**config.mk**
```make
export PLATFORM = sky130hd
export DESIGN_NAME = bitmap_slot_allocator_mark_sweep_top
export DESIGN_NICKNAME = d
export VERILOG_FILES = /design/src/sv/bsam_pkg.sv /design/src/sv/bitmap_slot_allocator_mark_sweep_top.sv /design/src/sv/bsam_ram.sv /design/src/sv/bsam_front.sv /design/src/sv/bsam_back.sv
export VERILOG_INCLUDE_DIRS = /design/src /design/src/sv
export SDC_FILE = /design/constraint.sdc
export NUM_CORES = 2
export LEC_CHECK = 0
export ABC_AREA = 0
export ABC_CLOCK_PERIOD_IN_PS = 6210
export BUFFER_PORTS_ARGS = -buffer_cell sky130_fd_sc_hd__buf_4
export CORE_UTILIZATION = 35
export CTS_CLUSTER_SIZE = 28
export DETAILED_ROUTE_END_ITERATION = 10
export PLACE_DENSITY = 0.49
export SYNTH_ARGS = -nofsm -noshare
export SYNTH_HDL_FRONTEND = slang
export SYNTH_SLANG_ARGS = --single-unit
export TNS_END_PERCENT = 30
```
**constraint.sdc**
```tcl
create_clock -name clock -period 6.21 [get_ports clock]
set_input_delay 1.242 -clock clock [delete_from_list [all_inputs] [get_ports clock]]
set_output_delay 1.242 -clock clock [all_outputs]
set_load 0.005 [all_outputs]
```
**src/sv/bitmap_slot_allocator_mark_sweep_top_macros.svh**
```systemverilog
// Assertion macros used by the slot allocator back end.
`ifndef BITMAP_SLOT_ALLOCATOR_MARK_SWEEP_TOP_MACROS_SVH
`define BITMAP_SLOT_ALLOCATOR_MARK_SWEEP_TOP_MACROS_SVH
`ifndef SYNTH
`define BSAM_ASSERT_IMP(label, clk, rst, ante, cons) \
   label: assert property (@(posedge clk) disable iff (rst) (ante) |-> (cons)) \
      else $error("bsam: same-cycle check failed");
`define BSAM_ASSERT_NEXT(label, clk, rst, ante, cons) \
   label: assert property (@(posedge clk) disable iff (rst) (ante) |=> (cons)) \
      else $error("bsam: next-cycle check failed");
`else
`define BSAM_ASSERT_IMP(label, clk, rst, ante, cons)
`define BSAM_ASSERT_NEXT(label, clk, rst, ante, cons)
`endif
`endif

```
**src/sv/bsam_pkg.sv**
```systemverilog
// Types and constants of the bitmap slot allocator.
package bsam_pkg;

   localparam int WORD_BITS = 64;
   localparam int SLOT_W    = 10;
   localparam int BIT_W     = 6;

   typedef enum logic [1:0] {
      OP_ALLOC = 2'd0,
      OP_FREE  = 2'd1,
      OP_MARK  = 2'd2,
      OP_SWEEP = 2'd3
   } op_type;

   typedef struct packed {
      op_type            op;
      logic [SLOT_W-1:0] slot_index;
   } req_type;

   typedef struct packed {
      logic [SLOT_W-1:0] granted_slot;
      logic              pool_full;
   } rsp_type;

   typedef struct packed {
      op_type            op;
      logic [SLOT_W-1:0] slot;
      logic              in_range;
   } cmd_type;

   // front to back: head of the command queue
   typedef struct packed {
      logic    valid;
      cmd_type cmd;
   } queue_head_type;

   // back to front
   typedef struct packed {
      logic pop;
      logic clearing;
   } back_ctl_type;

   typedef enum logic [2:0] {
      ST_CLEAR,
      ST_IDLE,
      ST_ALLOC,
      ST_FM_RD,
      ST_FM_WR,
      ST_SWEEP,
      ST_DONE
   } state_type;

   // position of the lowest clear bit; only meaningful for a word that is not full
   function automatic logic [BIT_W-1:0] lowest_clear(input logic [WORD_BITS-1:0] w);
      logic [BIT_W-1:0] pos;
      pos = '0;
      for (int b = WORD_BITS - 1; b >= 0; b--) begin
         if (!w[b]) pos = BIT_W'(b);
      end
      return pos;
   endfunction

endpackage

```
**src/sv/bitmap_slot_allocator_mark_sweep_top.sv**
```systemverilog
// Slot allocator with mark and sweep: top level.
//
// Channels: req_ carries one operation word (op, slot_index), rsp_ returns one word
// (granted_slot, pool_full) per request, in order. csr_ writes reserved_slots, always
// ready; users write it only while the block has no request in flight; not enforced.
// Requests are queued two deep by the front end; a sequencer in the back end works on
// one at a time against two bitmap RAMs (allocation and mark), one 64-bit word each.
// Work per request, with WORDS = SLOTS/64:
//   free, mark:  read-modify-write of one word; none for a slot past the pool
//   alloc:       reads words up to the first one with a clear bit and sets that bit;
//                all WORDS words are read when the pool is full
//   sweep:       all WORDS words, one word of both maps per cycle
// The sequencer takes the next queued request only once the result of the last one
// has been loaded into the result word.
// Reset: both maps are zeroed by a pass over all WORDS words, one word per cycle;
// req_ready stays low during it and reserved_slots returns to 0.
// When rsp_ready is low the result word holds; the queue keeps taking requests until
// it fills, then req_ready drops.
module bitmap_slot_allocator_mark_sweep_top
   import bsam_pkg::*;
#(
   parameter int SLOTS = 1024
) (
   input  logic              clock,
   input  logic              reset,
   input  logic              req_valid,
   output logic              req_ready,
   input  req_type           req_data,
   output logic              rsp_valid,
   input  logic              rsp_ready,
   output rsp_type           rsp_data,
   input  logic              csr_valid,
   output logic              csr_ready,
   input  logic [SLOT_W-1:0] csr_data
);

   logic [SLOT_W-1:0] reserved_ff, reserved_in;
   queue_head_type    q_head;
   back_ctl_type      back_ctl;

   assign csr_ready   = 1'b1;
   assign reserved_in = (csr_valid && csr_ready) ? csr_data : reserved_ff;

   always_ff @(posedge clock) begin
      if (reset) begin
         reserved_ff <= '0;
      end else begin
         reserved_ff <= reserved_in;
      end
   end

   bsam_front #(.SLOTS(SLOTS)) u_front (
      .clock     (clock),
      .reset     (reset),
      .req_valid (req_valid),
      .req_ready (req_ready),
      .req_data  (req_data),
      .q_head    (q_head),
      .back_ctl  (back_ctl)
   );

   bsam_back #(.SLOTS(SLOTS)) u_back (
      .clock     (clock),
      .reset     (reset),
      .reserved  (reserved_ff),
      .q_head    (q_head),
      .back_ctl  (back_ctl),
      .rsp_valid (rsp_valid),
      .rsp_ready (rsp_ready),
      .rsp_data  (rsp_data)
   );

endmodule

```
**src/sv/bsam_ram.sv**
```systemverilog
// Generic single-write, single-read RAM with registered read data.
module bsam_ram #(
   parameter int WIDTH = 64,
   parameter int DEPTH = 16
) (
   input  logic                                   clock,
   input  logic                                   we,
   input  logic [(DEPTH > 1 ? $clog2(DEPTH) : 1)-1:0] waddr,
   input  logic [WIDTH-1:0]                       wdata,
   input  logic                                   re,
   input  logic [(DEPTH > 1 ? $clog2(DEPTH) : 1)-1:0] raddr,
   output logic [WIDTH-1:0]                       rdata
);

   logic [WIDTH-1:0] mem_ff [DEPTH];
   logic [WIDTH-1:0] rdata_ff;

   always_ff @(posedge clock) begin
      if (we) begin
         mem_ff[waddr] <= wdata;
      end
      if (re) begin
         rdata_ff <= mem_ff[raddr];
      end
   end

   assign rdata = rdata_ff;

endmodule

```
**src/sv/bsam_front.sv**
```systemverilog
// Front end: accepts request words, range-checks them and queues commands.
module bsam_front
   import bsam_pkg::*;
#(
   parameter int SLOTS = 1024
) (
   input  logic           clock,
   input  logic           reset,
   input  logic           req_valid,
   output logic           req_ready,
   input  req_type        req_data,
   output queue_head_type q_head,
   input  back_ctl_type   back_ctl
);

   localparam int WORDS = SLOTS / WORD_BITS;
   localparam int POOL  = WORDS * WORD_BITS;

   cmd_type     fifo_ff [2];
   logic        wptr_ff, wptr_in;
   logic        rptr_ff, rptr_in;
   logic [1:0]  count_ff, count_in;
   cmd_type     cmd;
   logic        push;
   logic        pop;

   always_comb begin
      cmd.op       = req_data.op;
      cmd.slot     = req_data.slot_index;
      cmd.in_range = (17'(req_data.slot_index) < 17'(POOL));
   end

   assign req_ready = (count_ff != 2'd2) && !back_ctl.clearing;
   assign push      = req_valid && req_ready;
   assign pop       = back_ctl.pop;

   always_comb begin
      wptr_in  = push ? ~wptr_ff : wptr_ff;
      rptr_in  = pop ? ~rptr_ff : rptr_ff;
      count_in = count_ff;
      if (push && !pop) count_in = count_ff + 2'd1;
      if (pop && !push) count_in = count_ff - 2'd1;
   end

   always_ff @(posedge clock) begin
      if (reset) begin
         wptr_ff  <= 1'b0;
         rptr_ff  <= 1'b0;
         count_ff <= 2'd0;
      end else begin
         wptr_ff  <= wptr_in;
         rptr_ff  <= rptr_in;
         count_ff <= count_in;
      end
   end

   always_ff @(posedge clock) begin
      if (push) begin
         fifo_ff[wptr_ff] <= cmd;
      end
   end

   assign q_head.valid = (count_ff != 2'd0);
   assign q_head.cmd   = fifo_ff[rptr_ff];

endmodule

```
**src/sv/bsam_back.sv**
```systemverilog
// Back end: sequencer that walks the bitmap RAMs and produces results.
`include "bitmap_slot_allocator_mark_sweep_top_macros.svh"
module bsam_back
   import bsam_pkg::*;
#(
   parameter int SLOTS = 1024
) (
   input  logic              clock,
   input  logic              reset,
   input  logic [SLOT_W-1:0] reserved,
   input  queue_head_type    q_head,
   output back_ctl_type      back_ctl,
   output logic              rsp_valid,
   input  logic              rsp_ready,
   output rsp_type           rsp_data
);

   localparam int WORDS = SLOTS / WORD_BITS;
   localparam int AW    = (WORDS > 1) ? $clog2(WORDS) : 1;
   localparam int CW    = AW + 1;
   localparam int BW    = (AW + BIT_W + 1 > SLOT_W + 1) ? AW + BIT_W + 1 : SLOT_W + 1;

   state_type            state_ff, state_in;
   logic [CW-1:0]        cnt_ff, cnt_in;
   logic                 chk_vld_ff, chk_vld_in;
   logic [AW-1:0]        chk_addr_ff, chk_addr_in;
   cmd_type              cur_ff, cur_in;
   rsp_type              res_ff, res_in;
   logic                 rsp_valid_ff, rsp_valid_in;
   rsp_type              rsp_data_ff, rsp_data_in;

   logic                 a_we, a_re, m_we, m_re;
   logic [AW-1:0]        a_waddr, a_raddr, m_waddr, m_raddr;
   logic [WORD_BITS-1:0] a_wdata, m_wdata, a_rdata, m_rdata;

   logic [AW-1:0]        cur_word;
   logic [WORD_BITS-1:0] cur_bit;
   logic [BIT_W-1:0]     free_pos;
   logic [WORD_BITS-1:0] keep_mask;
   logic [BW-1:0]        res_ext, base_ext, diff;
   logic                 out_free;

   bsam_ram #(.WIDTH(WORD_BITS), .DEPTH(WORDS)) u_alloc_ram (
      .clock (clock),
      .we    (a_we),
      .waddr (a_waddr),
      .wdata (a_wdata),
      .re    (a_re),
      .raddr (a_raddr),
      .rdata (a_rdata)
   );

   bsam_ram #(.WIDTH(WORD_BITS), .DEPTH(WORDS)) u_mark_ram (
      .clock (clock),
      .we    (m_we),
      .waddr (m_waddr),
      .wdata (m_wdata),
      .re    (m_re),
      .raddr (m_raddr),
      .rdata (m_rdata)
   );

   assign cur_word = AW'(cur_ff.slot[SLOT_W-1:BIT_W]);
   assign cur_bit  = WORD_BITS'(1) << cur_ff.slot[BIT_W-1:0];
   assign free_pos = lowest_clear(a_rdata);
   assign out_free = !rsp_valid_ff || rsp_ready;

   // sweep keeps bits of slots below the reserved count
   always_comb begin
      res_ext  = BW'(reserved);
      base_ext = BW'({chk_addr_ff, {BIT_W{1'b0}}});
      diff     = res_ext - base_ext;
      if (res_ext <= base_ext) begin
         keep_mask = '0;
      end else if (diff >= BW'(WORD_BITS)) begin
         keep_mask = '1;
      end else begin
         keep_mask = (WORD_BITS'(1) << diff[BIT_W-1:0]) - WORD_BITS'(1);
      end
   end

   always_comb begin
      state_in    = state_ff;
      cnt_in      = cnt_ff;
      chk_vld_in  = chk_vld_ff;
      chk_addr_in = chk_addr_ff;
      cur_in      = cur_ff;
      res_in      = res_ff;
      back_ctl.pop      = 1'b0;
      back_ctl.clearing = (state_ff == ST_CLEAR);
      a_we    = 1'b0;
      a_re    = 1'b0;
      m_we    = 1'b0;
      m_re    = 1'b0;
      a_waddr = chk_addr_ff;
      m_waddr = chk_addr_ff;
      a_raddr = cnt_ff[AW-1:0];
      m_raddr = cnt_ff[AW-1:0];
      a_wdata = '0;
      m_wdata = '0;

      case (state_ff)
         ST_CLEAR: begin
            a_we    = 1'b1;
            m_we    = 1'b1;
            a_waddr = cnt_ff[AW-1:0];
            m_waddr = cnt_ff[AW-1:0];
            if (cnt_ff == CW'(WORDS - 1)) begin
               cnt_in   = '0;
               state_in = ST_IDLE;
            end else begin
               cnt_in = cnt_ff + CW'(1);
            end
         end
         ST_IDLE: begin
            if (q_head.valid) begin
               back_ctl.pop = 1'b1;
               cur_in       = q_head.cmd;
               res_in       = '0;
               cnt_in       = '0;
               chk_vld_in   = 1'b0;
               case (q_head.cmd.op)
                  OP_ALLOC: state_in = ST_ALLOC;
                  OP_SWEEP: state_in = ST_SWEEP;
                  default: begin
                     if (q_head.cmd.in_range) state_in = ST_FM_RD;
                     else state_in = ST_DONE;
                  end
               endcase
            end
         end
         ST_ALLOC: begin
            // read one word a cycle, test the previous one
            if (cnt_ff != CW'(WORDS)) begin
               a_re        = 1'b1;
               cnt_in      = cnt_ff + CW'(1);
               chk_vld_in  = 1'b1;
               chk_addr_in = cnt_ff[AW-1:0];
            end else begin
               chk_vld_in = 1'b0;
            end
            if (chk_vld_ff && (a_rdata != '1)) begin
               a_we    = 1'b1;
               a_wdata = a_rdata | (WORD_BITS'(1) << free_pos);
               res_in.granted_slot = SLOT_W'({chk_addr_ff, free_pos});
               res_in.pool_full    = 1'b0;
               state_in = ST_DONE;
            end else if (!chk_vld_ff && (cnt_ff == CW'(WORDS))) begin
               res_in.granted_slot = '0;
               res_in.pool_full    = 1'b1;
               state_in = ST_DONE;
            end
         end
         ST_FM_RD: begin
            a_re     = 1'b1;
            m_re     = 1'b1;
            a_raddr  = cur_word;
            m_raddr  = cur_word;
            state_in = ST_FM_WR;
         end
         ST_FM_WR: begin
            a_waddr = cur_word;
            m_waddr = cur_word;
            if (cur_ff.op == OP_FREE) begin
               a_we    = 1'b1;
               a_wdata = a_rdata & ~cur_bit;
            end else begin
               m_we    = 1'b1;
               m_wdata = m_rdata | cur_bit;
            end
            state_in = ST_DONE;
         end
         ST_SWEEP: begin
            if (cnt_ff != CW'(WORDS)) begin
               a_re        = 1'b1;
               m_re        = 1'b1;
               cnt_in      = cnt_ff + CW'(1);
               chk_vld_in  = 1'b1;
               chk_addr_in = cnt_ff[AW-1:0];
            end else begin
               chk_vld_in = 1'b0;
            end
            if (chk_vld_ff) begin
               a_we    = 1'b1;
               m_we    = 1'b1;
               a_wdata = a_rdata & (m_rdata | keep_mask);
               m_wdata = '0;
            end else if (cnt_ff == CW'(WORDS)) begin
               state_in = ST_DONE;
            end
         end
         ST_DONE: begin
            if (out_free) state_in = ST_IDLE;
         end
         default: begin
            state_in = ST_IDLE;
         end
      endcase
   end

   always_comb begin
      rsp_valid_in = rsp_valid_ff && !rsp_ready;
      rsp_data_in  = rsp_data_ff;
      if (state_ff == ST_DONE && out_free) begin
         rsp_valid_in = 1'b1;
         rsp_data_in  = res_ff;
      end
   end

   always_ff @(posedge clock) begin
      if (reset) begin
         state_ff     <= ST_CLEAR;
         cnt_ff       <= '0;
         chk_vld_ff   <= 1'b0;
         rsp_valid_ff <= 1'b0;
      end else begin
         state_ff     <= state_in;
         cnt_ff       <= cnt_in;
         chk_vld_ff   <= chk_vld_in;
         rsp_valid_ff <= rsp_valid_in;
      end
   end

   always_ff @(posedge clock) begin
      chk_addr_ff <= chk_addr_in;
      cur_ff      <= cur_in;
      res_ff      <= res_in;
      rsp_data_ff <= rsp_data_in;
   end

   assign rsp_valid = rsp_valid_ff;
   assign rsp_data  = rsp_data_ff;

   `BSAM_ASSERT_IMP(a_no_pop_in_clear, clock, reset, state_ff == ST_CLEAR, !back_ctl.pop)
   `BSAM_ASSERT_IMP(a_pop_only_idle, clock, reset, back_ctl.pop, state_ff == ST_IDLE && q_head.valid)
   `BSAM_ASSERT_IMP(a_alloc_leaves_marks, clock, reset, state_ff == ST_ALLOC, !m_we)
   `BSAM_ASSERT_NEXT(a_done_loads_rsp, clock, reset, state_ff == ST_DONE && out_free, rsp_valid_ff && state_ff == ST_IDLE)

endmodule

```
# Word level (Yosys, flattened, before mapping)
# Memory sizes are Yosys's and may differ from the RTL's. A register that Yosys moved wholly into a read port is not among the register bits.
# Index checks and enable logic that the tools add are counted.
totals:
  rom_bits: 0
  register_bits: 62
  output_inout_bits: 14
  memories: 3
  latch_bits: 0
  mem_bits_rw: 2072
classes:
  magnitude_cmp: 2
  add_sub_neg: 5
  reduce_logical: 29
  n_div: 0
  n_mux: 116
  mul: 0
  bitwise_logic: 8
  n_eq_ne: 20
  n_shift: 3
mem_list:
  columns: ["name", "words", "width", "rd", "rd_clocked_by_memory_dff", "wr", "line_no", "text"]
  rows:
  - ["u_back.u_alloc_ram.mem_ff", 16, 64, 1, 1, 1, "bsam_ram.sv:15", "logic [WIDTH-1:0] mem_ff [DEPTH];"]
  - ["u_back.u_mark_ram.mem_ff", 16, 64, 1, 1, 1, "bsam_ram.sv:15", null]
  - ["u_front.fifo_ff", 2, 12, 1, 1, 1, "bsam_front.sv:19", "cmd_type fifo_ff [2];"]
ops:
  columns: ["operator", "count"]
  rows:
  - ["two-way mux 64 bit", 7]
  - ["two-way mux 6 bit", 64]
  - ["OR 64 bit", 3]
  - ["case mux 64 bit (3 select lines)", 1]
  - ["<< shifter 1 x 6 -> 64 bit, first input constant", 3]
  - ["AND 64 bit", 2]
  - ["inequality test 64 bit, second input constant", 1]
  - ["NOT 64 bit", 1]
  - ["subtractor 64 x 2 -> 64 bit, second input constant", 1]
  - ["two-way mux 11 bit", 3]
  - ["two-way mux 3 bit", 8]
  - ["case mux 11 bit (2 select lines)", 1]
  - ["case mux 3 bit (7 select lines)", 1]
  - ["two-way mux 1 bit", 17]
  - ["two-way mux 5 bit", 3]
  - ["case mux 5 bit (3 select lines)", 1]
  - [">= comparator 11 x 7 -> 1 bit, second input constant", 1]
  - ["subtractor 10 x 10 -> 11 bit", 1]
  - ["less-or-equal comparator 10 bit", 1]
  - ["== test 3 bit, second input constant", 3]
  - ["logical AND 1 bit", 8]
  - ["inequality test 2 x 1 -> 1 bit, second input constant", 4]
  - ["case mux 4 bit (2 select lines)", 1]
  - ["nonzero test 2 bit", 4]
  - ["28 further kinds", 43]

# Longest topological paths before layout
logic_depth:
  ltp_word: 68
  depth_mapped: 14

# By module
# Synthesis repeated with hierarchy kept, for this count alone.
hier_totals:
  hier_cells: 4586
  hier_area_um2: 89515.9
by_module_without_submodules:
  columns: ["mod", "area_per_inst_um2", "cells_per_inst", "n_inst", "seq_area_each_um2"]
  rows:
  - ["bsam_ram", 40222.3, 1647, 2, 32671.3]
  - ["bsam_back", 7616.1, 1194, 1, 1341.3]
  - ["bsam_front", 1091.0, 64, 1, 820.8]
  - ["bitmap_slot_allocator_mark_sweep_top", 364.1, 34, 1, 200.2]

# Least setup slack after synthesis
# Ideal clock, no wire load.
synth_path:
  path_type: "flip-flop to flip-flop"
  startpoint: "register u_back.cnt_ff[0]"
  endpoint: "register u_back.u_alloc_ram.rdata_ff[0], in the netlist u_back.u_alloc_ram.rdata[0] (read register of u_back.u_alloc_ram.mem_ff) (enable)"
  path_stages_with_launch: 7
  setup_time_ns: 0.499
  setup_slack_ns: 1.444
  t_required_ns: 5.711
  n_path_buf: 0
  t_arrival_ns: 4.267
  path_cell_list: "dfxtp_1 > inv_1 > ha_1 > nor4bb_1 > o21ai_0 > and2_1 > o21bai_1"
synth_between:
  elab_chain_cells: 3
synth_rtl:
  columns: ["item", "line_no", "text"]
  rows:
  - ["start: declaration", "bsam_back.sv:24", "logic [CW-1:0] cnt_ff, cnt_in;"]
  - ["start signal: assignment", "bsam_back.sv:218", "cnt_ff <= cnt_in;"]
  - ["inequality test 5 bit", "bsam_back.sv:134, bsam_back.sv:174", null]
  - ["two-way mux 1 bit", "bsam_back.sv:134, bsam_back.sv:174", null]
  - ["case mux 1 bit (2 select lines)", "bsam_back.sv:102", "case (state_ff)"]
  - ["via u_back.a_re", "bsam_back.sv:32", "logic a_we, a_re, m_we, m_re;"]
  - ["end: declaration", "bsam_ram.sv:16", "logic [WIDTH-1:0] rdata_ff;"]
# The timed path passes the listed nets, and every way through them passes these cells.
# A chain may end at the register's enable or synchronous reset.

# Final worst setup path
layout_path:
  startpoint: "register u_back.u_alloc_ram.rdata_ff[22], in the netlist u_back.u_alloc_ram.rdata[22] (read register of u_back.u_alloc_ram.mem_ff)"
  endpoint: "memory u_back.u_alloc_ram.mem_ff[6][55], data pin"
layout_between:
  elab_chain_cells: 27
layout_rtl:
  columns: ["item", "line_no", "text"]
  rows:
  - ["two-way mux 6 bit (23 in a row)", "bsam_pkg.sv:58", "if (!w[b]) pos = BIT_W'(b);"]
  - ["<< shifter 1 x 6 -> 64 bit", "bsam_back.sv:144", "a_wdata = a_rdata | (WORD_BITS'(1) << free_pos);"]
  - ["OR 64 bit", "bsam_back.sv:144", null]
  - ["two-way mux 64 bit *", "bsam_back.sv:142", "if (chk_vld_ff && (a_rdata != '1)) begin"]
  - ["case mux 64 bit (3 select lines) *", "bsam_back.sv:102", null]
  - ["via u_back.a_wdata[55]", "bsam_back.sv:34", "logic [WORD_BITS-1:0] a_wdata, m_wdata, a_rdata, m_rdata;"]
  - ["end: declaration", "bsam_ram.sv:15", null]
# Mark *: on every way through the listed nets, which the timed path passes. The rest lies on a longest branch.

==> metrics.log <==
[metrics] detailed-routing iteration count for the pre-antenna-repair pass: 6
[metrics] Placement Rows: 186
[metrics] Starting DRT DRC Count: 5,195
[metrics] CTS H-Tree Depth: 4
[metrics] main flop type after synthesis: edfxtp_1
[metrics] Critical Path Start Type: flip-flop
[metrics] boundary pin count: 41
[metrics] Inserted Clock Buffers: roughly 230
[metrics] final hold viol count: 0
[metrics] DRC violations left: 0
[metrics] number of cells upsized or downsized after cts: 0
[metrics] wire length of the first global-routing pass: about 380 mm
[metrics] CTS Sinks: 2,263
[metrics] clock tree from TritonCTS: yes
[metrics] core footprint: ~260,000 um^2
[metrics] number of unique standard cell types used by synthesis: 79
[metrics] measured slew at the worst slew-check pin: ~1500 ps
[metrics] setup TNS: 0 ps
[metrics] depth of the worst hold-timing path: 0
[metrics] die height: 510 um
[metrics] CP Data Required Time: approximately 6700 ps
[metrics] initial core utilization: a little over a third
[metrics] Congestion Overflow GR: 0
[metrics] port buffer count: 39
[metrics] crit-path max cell delay: just over 700 ps
[metrics] Routability Congestion: ~0.94
[metrics] end point of the critical path: u_back.u_alloc_ram.mem_ff[6][55]
[metrics] flop2flop setup slack: 1220 ps
[metrics] pin count of the biggest net entering global routing: 109
[metrics] Mapped Area: 90,400 um^2
[metrics] post-route clock period utilization: just over 80%
[metrics] average cell area after synthesis: ~19 um^2
[metrics] setup repair after global routing missed its margin: false
[metrics] buffer and inverter count on the worst path: 1
[metrics] #FFs+latches synth: ~2,300
[metrics] Syn-to-layout area delta: 13.8%
[metrics] run status: finished, violations left
[metrics] synthesized instance count: slightly below 5,000
[metrics] mean routed wirelength per cell: between 30 and 40 um
[metrics] Worst EP arrival: approximately 5400 ps
[metrics] antenna violations before repair: 10
[metrics] largest clock skew in the final design: 68.7 ps
[metrics] Die ar.: between 200,000 and 300,000 um^2
[metrics] kind of cell adding the most delay to the critical path: simple AND/OR/NAND/NOR gates
[metrics] beginning of the critical path: u_back.u_alloc_ram.rdata[22]
[metrics] pre-CTS setup slack: between 1000 and 1500 ps
[metrics] headroom to the max-slew limit: less than 1%
[metrics] fraction of the yosys area taken by sequential cells: between 70% and 80%
[metrics] share of final-layout standard cells stronger than drive strength 1: 21.5%
[metrics] clock latency on the worst-skew pair: about 880 ps
[metrics] peak supply drop: 0.000337 V
[metrics] number of flops mapped to enable cells by yosys: around 2,200
[metrics] proportion of register bits with asynchronous set or reset after synthesis: 0%
[metrics] number of vias after detailed routing: between 40,000 and 50,000
[metrics] crit path capture type: flip-flop
[metrics] count of final setup violators: 0
[metrics] Setup WS post-layout: approximately 1200 ps
[metrics] Power per Cell Area: 431 nW/um^2
[metrics] leakage power total: 0.0314 uW
[metrics] # nets final: about 5,000
[metrics] Worst path most repeated cell: nand4_1
[metrics] type of the setup path with the least slack: flip-flop to flip-flop
[metrics] post-CTS clock slew at the launch and capture registers of the worst setup and hold paths: about 60 ps
[metrics] vias in the first global route: between 40,000 and 50,000
[metrics] largest fanout on the critical path: 51
[metrics] number of buffers between clock root and the deepest sink: 3
[metrics] antenna-violating nets left: 0
[metrics] Slowest cell on crit path: nor4_1
[metrics] critical-path cell list: nand4_1, nor4_1, nand4_1, nand3_2, buf_4, o211ai_1, o21ai_0, o21ai_1
[metrics] number of cells on the critical path: 8
[metrics] start of the worst register-to-register path: u_back.u_alloc_ram.rdata[22]
[metrics] Ys Warns: 0
[metrics] violations in the final reports: max-capacitance violations
[metrics] Root Buffer Master: clkbuf_16
[metrics] min cycle time layout: about 5000 ps
[metrics] total nets after synthesis: between 4,000 and 5,000
[metrics] die extent in x: slightly above 500 um
[metrics] total length of routed wires: between 200 and 300 mm
[metrics] max-slew violation count: 0
[metrics] overall track demand over capacity in global routing: 20.4%
[metrics] cells on worst reg2reg path: 8
[metrics] total of hold buffers inserted after clock tree synthesis: 0
[metrics] max-capacitance violation count: 1
[metrics] via density per instance: 5.58
[metrics] Detail Placement HPWL: roughly 150 mm
[metrics] Worst R2R End: u_back.u_alloc_ram.mem_ff[6][55]
[metrics] setup repair bufs after CTS: 0
[metrics] Hold Path Class: flip-flop to flip-flop
[metrics] maximum clock frequency: 0.200 GHz
-- state kept, by name (all words and copies together), names as in the netlist, 2 cells and up, named ones only --
| register | flops |
|---|---|
| u_back.cur_ff | 12 |
| u_back.res_ff | 11 |
| u_back.u_mark_ram.rdata | 64 |
| u_back.chk_addr_ff | 4 |
| u_front.fifo_ff | 24 |
| u_back.u_mark_ram.mem_ff | 1024 |
| u_back.rsp_data | 11 |
| u_front.count_ff | 2 |
| reserved_ff | 10 |
| u_back.u_alloc_ram.rdata | 64 |
| u_back.cnt_ff | 5 |
| u_back.u_alloc_ram.mem_ff | 1024 |
| u_back.state_ff | 3 |
-- how the worst min path moves through the flow --
stage,from,slack (ps),to
3_5_place_dp,u_back.res_ff[4],400,u_back.rsp_data[4]
2_1_floorplan,u_back.res_ff[0],400,u_back.rsp_data[0]
3_3_place_gp,u_back.res_ff[6],400,u_back.rsp_data[6]
6_report,u_back.res_ff[4],420,u_back.rsp_data[4]
4_1_cts,u_back.res_ff[4],420,u_back.rsp_data[4]
5_1_grt,u_back.res_ff[4],430,u_back.rsp_data[4]
-- report_power, final --
group          switching [uW]  internal [uW]  total, uW
Sequential                552          19700      20300
Clock                    5930           7760      13700
Combinational            6290           4090      10400
Total                   12800          31600      44400
-- placed cells by master, fill, tap and decap left out, drive strengths merged, types with 10 or more instances in the layout --
cell | netlist | routed
nor3 | 26 | 26
a31oi | 157 | 157
edfxtp | 2238 | 2238
ha | 10 | 10
and2 | 143 | 143
buf | 118 | 204
nand4 | 31 | 31
inv | 28 | 32
nor2 | 264 | 264
nand2b | 19 | 19
and3 | 10 | 10
a21oi | 138 | 138
clkbuf | 169 | 278
mux2i | 20 | 20
dfxtp | 25 | 25
nand2 | 393 | 393
o211ai | 31 | 31
o21ai | 161 | 161
clkinv | 1 | 107
bufinv | 0 | 23
nor2b | 20 | 20
nand3 | 22 | 22
mux4 | 512 | 512
mux2 | 15 | 15
a211oi | 140 | 140
-- cell type report --
class	count	area, um^2
inverters	29	109
diodes	1	2.50
flip-flops and latches	2263	67700
clock inverters	141	1480
multi-input cells	2257	21400
repair buffers	204	2000
clock buffers	278	5940
fillers	23100	154000
well taps	3384	4230
-- cells by family after synthesis --
family	count (synthesis)	synth area share (%)
DFF	2263	74.9
and+or+nand+nor	974	4.91
AOI/OAI and AO/OA	714	4.96
muxes	547	13.2
buffers and inverters	316	1.78
adders and majority gates	11	0.161
xor gates and xnor gates	10	0.0969
other	1	0.00415
-- synthesized netlist by cell type (15+ instances only) --
cell	instances	area share, %
nand3_1	22	0.12
buf_2	59	0.33
mux2i_1	19	0.21
a21oi_1	138	0.76
nand2b_1	19	0.13
and2_1	141	0.98
nor3_1	26	0.14
nor2_1	264	1.1
o21ai_0	151	0.84
a31oi_1	157	1.1
clkbuf_1	168	0.70
buf_6	36	0.45
dfxtp_1	25	0.55
a211oi_1	140	1.2
nand4_1	31	0.21
nor2b_1	20	0.14
inv_1	28	0.12
edfxtp_1	2238	74
mux2_2	15	0.19
nand2_1	393	1.6
mux4_2	512	13
buf_4	19	0.16
o211ai_1	31	0.26
-- routing by layer --
metal	GRT usage [%]	vias to the layer above	share of wire (%)	wire length [um]
met3	3.43	344	5.9	15600
met2	32.9	1548	48	127000
met5	0	-	0.017	44
met1	28.8	25900	44	117000
met4	5.11	6	2.4	6420
li1	-	20000	-	-
-- per-stage QoR --
stage | hold slack [ps] | power [uW] | instance area [um^2] | utilization, % | std cells
after floorplan | 400 | 27700 | 90400 | - | 4836
after global placement | 403 | 31200 | 95400 | 37.2 | 8135
after detailed placement | 405 | 31300 | 95400 | 37.2 | 8135
after CTS | 419 | 45000 | 103000 | 40.1 | 8554
after global routing | 426 | 46100 | 103000 | 40.1 | 8557
final | 420 | 44400 | 103000 | 40.1 | 8557
No activity file was read; power rests on OpenSTA's default activity.
